**src/rtl/top_k_index_select_defines.svh**
```systemverilog
// ---------------------------------------------------------------------------
// top_k_index_select_defines.svh
// Assertion macros shared by the top-k index select block.
// ---------------------------------------------------------------------------
`ifndef TOP_K_INDEX_SELECT_DEFINES_SVH
`define TOP_K_INDEX_SELECT_DEFINES_SVH

// same-cycle implication, quiet while reset is asserted
`define TKIS_ASSERT_IMPLY(label, clk, rst_n, pre, post, msg) \
	label: assert property (@(posedge clk) disable iff (!rst_n) (pre) |-> (post)) \
		else $error(msg);

// next-cycle implication, quiet while reset is asserted
`define TKIS_ASSERT_NEXT(label, clk, rst_n, pre, post, msg) \
	label: assert property (@(posedge clk) disable iff (!rst_n) (pre) |=> (post)) \
		else $error(msg);

`endif

```
**src/rtl/tkis_pkg.sv**
```systemverilog
// ---------------------------------------------------------------------------
// tkis_pkg
// Shared widths and controller/datapath handshake types.
// ---------------------------------------------------------------------------
package tkis_pkg;

	localparam int VALUE_W = 32;
	localparam int POS_W   = 8;
	localparam int CFG_W   = 7;

	// controller -> datapath
	typedef struct packed {
		logic load;        // input transfer, store element
		logic setup;       // latch effective k, clear pass state
		logic start_scan;  // restart address sweep
		logic run;         // sweep active
		logic emit;        // sweep is the emission pass
		logic clear_count; // vector finished
	} cmd_t;

	// datapath -> controller
	typedef struct packed {
		logic k_zero;
		logic scan_done;
		logic last_pass;
	} status_t;

endpackage

```
**src/rtl/tkis_ctrl.sv**
```systemverilog
// ---------------------------------------------------------------------------
// tkis_ctrl
// Sequencer: load, setup, k ranking passes, emission pass.
// ---------------------------------------------------------------------------
module tkis_ctrl import tkis_pkg::*; (
	input  logic    clk,
	input  logic    arst_n,
	input  logic    in_valid,
	input  logic    in_final,
	output logic    in_ready,
	input  status_t status,
	output cmd_t    cmd
);

	localparam logic [1:0] ST_LOAD  = 2'd0;
	localparam logic [1:0] ST_SETUP = 2'd1;
	localparam logic [1:0] ST_RANK  = 2'd2;
	localparam logic [1:0] ST_EMIT  = 2'd3;

	logic [1:0] state_q;
	logic [1:0] state_d;

	assign in_ready = (state_q == ST_LOAD);

	always_comb begin
		state_d = state_q;
		cmd     = '0;
		case (state_q)
			ST_LOAD: begin
				cmd.load = in_valid;
				if (in_valid && in_final) begin
					state_d = ST_SETUP;
				end
			end
			ST_SETUP: begin
				cmd.setup = 1'b1;
				if (status.k_zero) begin
					cmd.clear_count = 1'b1;
					state_d         = ST_LOAD;
				end else begin
					cmd.start_scan = 1'b1;
					state_d        = ST_RANK;
				end
			end
			ST_RANK: begin
				cmd.run = 1'b1;
				if (status.scan_done) begin
					cmd.start_scan = 1'b1;
					if (status.last_pass) begin
						state_d = ST_EMIT;
					end
				end
			end
			ST_EMIT: begin
				cmd.run  = 1'b1;
				cmd.emit = 1'b1;
				if (status.scan_done) begin
					cmd.clear_count = 1'b1;
					state_d         = ST_LOAD;
				end
			end
			default: begin
				state_d = ST_LOAD;
			end
		endcase
	end

	always_ff @(posedge clk or negedge arst_n) begin
		if (!arst_n) begin
			state_q <= ST_LOAD;
		end else begin
			state_q <= state_d;
		end
	end

endmodule

```
**config.mk**
```make
export PLATFORM = sky130hd
export DESIGN_NAME = tkis_ctrl
export DESIGN_NICKNAME = d
export VERILOG_FILES = /design/src/rtl/top_k_index_select_defines.svh /design/src/rtl/tkis_pkg.sv /design/src/rtl/tkis_ctrl.sv
export SDC_FILE = /design/constraint.sdc
export NUM_CORES = 1
export LEC_CHECK = 0
export BUFFER_PORTS_ARGS = -buffer_cell sky130_fd_sc_hd__buf_4
export CELL_PAD_IN_SITES_DETAIL_PLACEMENT = 0
export CELL_PAD_IN_SITES_GLOBAL_PLACEMENT = 1
export CORE_AREA = 4 4 41 43
export DETAILED_ROUTE_END_ITERATION = 8
export DIE_AREA = 0 0 45 47
export HOLD_SLACK_MARGIN = 0.1
export PLACE_DENSITY = 0.59
export SKIP_LAST_GASP = 1
export SLEW_MARGIN = 30
export SYNTH_ARGS = -nofsm -noshare
export SYNTH_HDL_FRONTEND = slang
export SYNTH_SLANG_ARGS = --single-unit
```
**constraint.sdc**
```tcl
create_clock -name clk -period 2 [get_ports clk]
set_clock_uncertainty 0.1 [all_clocks]
set_input_delay 0 -clock clk [delete_from_list [all_inputs] [get_ports clk]]
set_output_delay 0 -clock clk [all_outputs]
set_load 0.005 [all_outputs]
```
==> impl_metrics.env <==
export IMPL_r2r_start="state_q[0]$_DFFE_PN0P_"
export IMPL_ys_ff_latch=2
export IMPL_syn_inst=25
export IMPL_io_pins=14
export IMPL_synthToLayoutAreaGrowth_pct=78.71
export IMPL_clk_latency_ns=0.22
export IMPL_tritoncts="done"
export IMPL_cts_buffer_depth=2
export IMPL_synth_seq_area_share=0.1980
export IMPL_endpoint_kind="register"
export IMPL_rows=13
export IMPL_synth_distinct_cells=17
export IMPL_reg2reg_depth=5
export IMPL_fin_tns_setup_ns=0
export IMPL_wl_um=610
export IMPL_drtPass1Iterations=2
export IMPL_min_from="in_valid"
export IMPL_initial_utilization=0.1942
export IMPL_final_max_slew_violation_count=0
export IMPL_path_clk_slew_ns=0.03
export IMPL_hold_buffers=6
export IMPL_syn_num_nets=37
export IMPL_synth_top_area_frac=0.2475
export IMPL_core_area_mm2=0.001301
export IMPL_grt_pass1_wl_um=1028
export IMPL_seq_area_um2=50.05
export IMPL_antenna_found_initial=0
export IMPL_crit_arrival_ns=1.53
export IMPL_h_tree_depth=1
export IMPL_post_route_util=0.3471
export IMPL_grt_pass1_vias=248
export IMPL_whs_path_depth=3
export IMPL_finalInstanceArea_um2=451.7
export IMPL_worst_slew_pin_slew_ns=0.2328
export IMPL_cts_made_buffers=3
export IMPL_grt_max_degree=7
export IMPL_p_per_area_mw_per_mm2=1165
export IMPL_critPathMaxFanout=6
export IMPL_worst_path_largest_cell_delay_ns=0.42
export IMPL_drive_gt1_frac=0.4468
export IMPL_critical_path_class="reg -> reg"
export IMPL_ctsResizeCount=0
export IMPL_placed_area_um2=369.1
export IMPL_path_cells="inv_1, ha_1, a21boi_4, o31ai_2, o41ai_2"
export IMPL_multi_input_area_um2=195.2
export IMPL_vias=258
export IMPL_dieArea_mm2=0.002115
export IMPL_place_ws_ns=0.4533
export IMPL_avgViaCountPerCell=4.161
export IMPL_fillers=143
export IMPL_wire_per_inst_um=9.839
export IMPL_p_leak_nw=0.2203
export IMPL_drt_iter0_drc=1
export IMPL_clock_root_buffer="clkbuf_4"
export IMPL_peakVddDrop_mv=0.5211
export IMPL_max_freq_ghz=0.6494
export IMPL_drc_errors=0
export IMPL_finalSetupViolations=0
export IMPL_required_ns=1.99
export IMPL_synth_top_cells_by_area="ha_1 25%, dfrtp_1 20%, a21boi_4 7.4%"
export IMPL_yosys_area_top_type="ha_1"
export IMPL_p_total_mw=0.5261
export IMPL_period_share=0.7699
export IMPL_cts_setup_buffers=0
export IMPL_setup_slack_ns=0.4601
export IMPL_overflow=0
export IMPL_r2r_setup_slack_ns=0.46
export IMPL_layout_min_cycle_time_ns=1.540
export IMPL_gp_congestion=0.7906
export IMPL_ant_nets=0
export IMPL_netlist_area_um2=252.7
export IMPL_io_buffer_count=13
export IMPL_n_antenna_cell=0
export IMPL_grt_usage=0.07115
export IMPL_cp_top_family="compound AO/OA/AOI/OAI gates"
export IMPL_timing_slew_headroom=0.8431
export IMPL_start_kind="register"
export IMPL_die_y_um=47
export IMPL_hold_viol=0
export IMPL_hold_path_class="in -> reg"
export IMPL_fp_dieW_um=45
export IMPL_status="finished clean"
export IMPL_worst_path_buf_inv=1
export IMPL_max_cap_viol_count=0
export IMPL_cpMaxStageDelayCell="dfrtp_1"
export IMPL_nets=61
export IMPL_avgSynthCellArea_um2=10.11
export IMPL_crit_start="state_q[0]$_DFFE_PN0P_"
export IMPL_cts_sinks=2
export IMPL_synth_warnings=0
export IMPL_rsz0062_at_grt="no"
[cell families after synthesis]
kind of cell,count (synthesis),share of synthesized area
fa+ha+maj,5,0.2475
simple gates,10,0.2327
buf+inv,2,0.02971
flops,2,0.1980
compound gates,6,0.2921
[through the flow]
stage,hold slack [ns],std cells
floorplan,-0.3956,25
CTS,0.1145,62
detailed placement,-0.3162,53
global placement,-0.3170,53
global route,0.1338,62
finish,0.1159,62
[routing by layer]
layer	GRT usage	vias to the layer above	wire length (µm)
li1	-	133	-
met1	0.05467	123	188
met2	0.1356	2	410
met3	0.03448	0	11
met4	0.05263	0	0
met5	0	-	0
[Yosys cell counts]
master    number
nor3_1         1
and2_1         1
dfrtp_1        2
nor2_1         2
a21boi_1       1
o32a_2         1
inv_1          2
o31ai_2        1
a21boi_4       1
o41ai_2        1
nor2b_4        1
nor2b_1        1
nand2_1        2
or2_1          1
a22oi_1        1
ha_1           5
nand2b_1       1
[worst min-delay path: cells and delay by family]
family,cells,cell delay (ns)
compound gates,2,0.27
buf+inv,1,0.12
[layout make-up]
type,count,share of cell area
multi-input combinational,21,0.4321
tap,15,0.04155
clock buffer,3,0.04986
timing repair buffer,19,0.3490
sequential,2,0.1108
inverter,2,0.01662
[cells in the final DEF, fill, tap and decap left out, types with 2 or more instances in the layout]
cell type / count
nand2_1: 2
inv_1: 2
dfrtp_1: 2
clkbuf_4: 3
ha_1: 5
dlygate4sd3_1: 6
nor2_1: 2
buf_4: 13
[power breakdown]
group / internal, mW / switching, mW
clock network: 0.0661 / 0.0221
logic: 0.206 / 0.145
registers: 0.0599 / 0.0267
[worst max-delay path by stage]
stage | to | cells after the start
3_3_place_gp | register | 5
2_1_floorplan | register | 5
5_1_grt | register | 5
6_report | register | 5
3_5_place_dp | register | 5
4_1_cts | register | 5
Power figures use the tool's default switching activity.
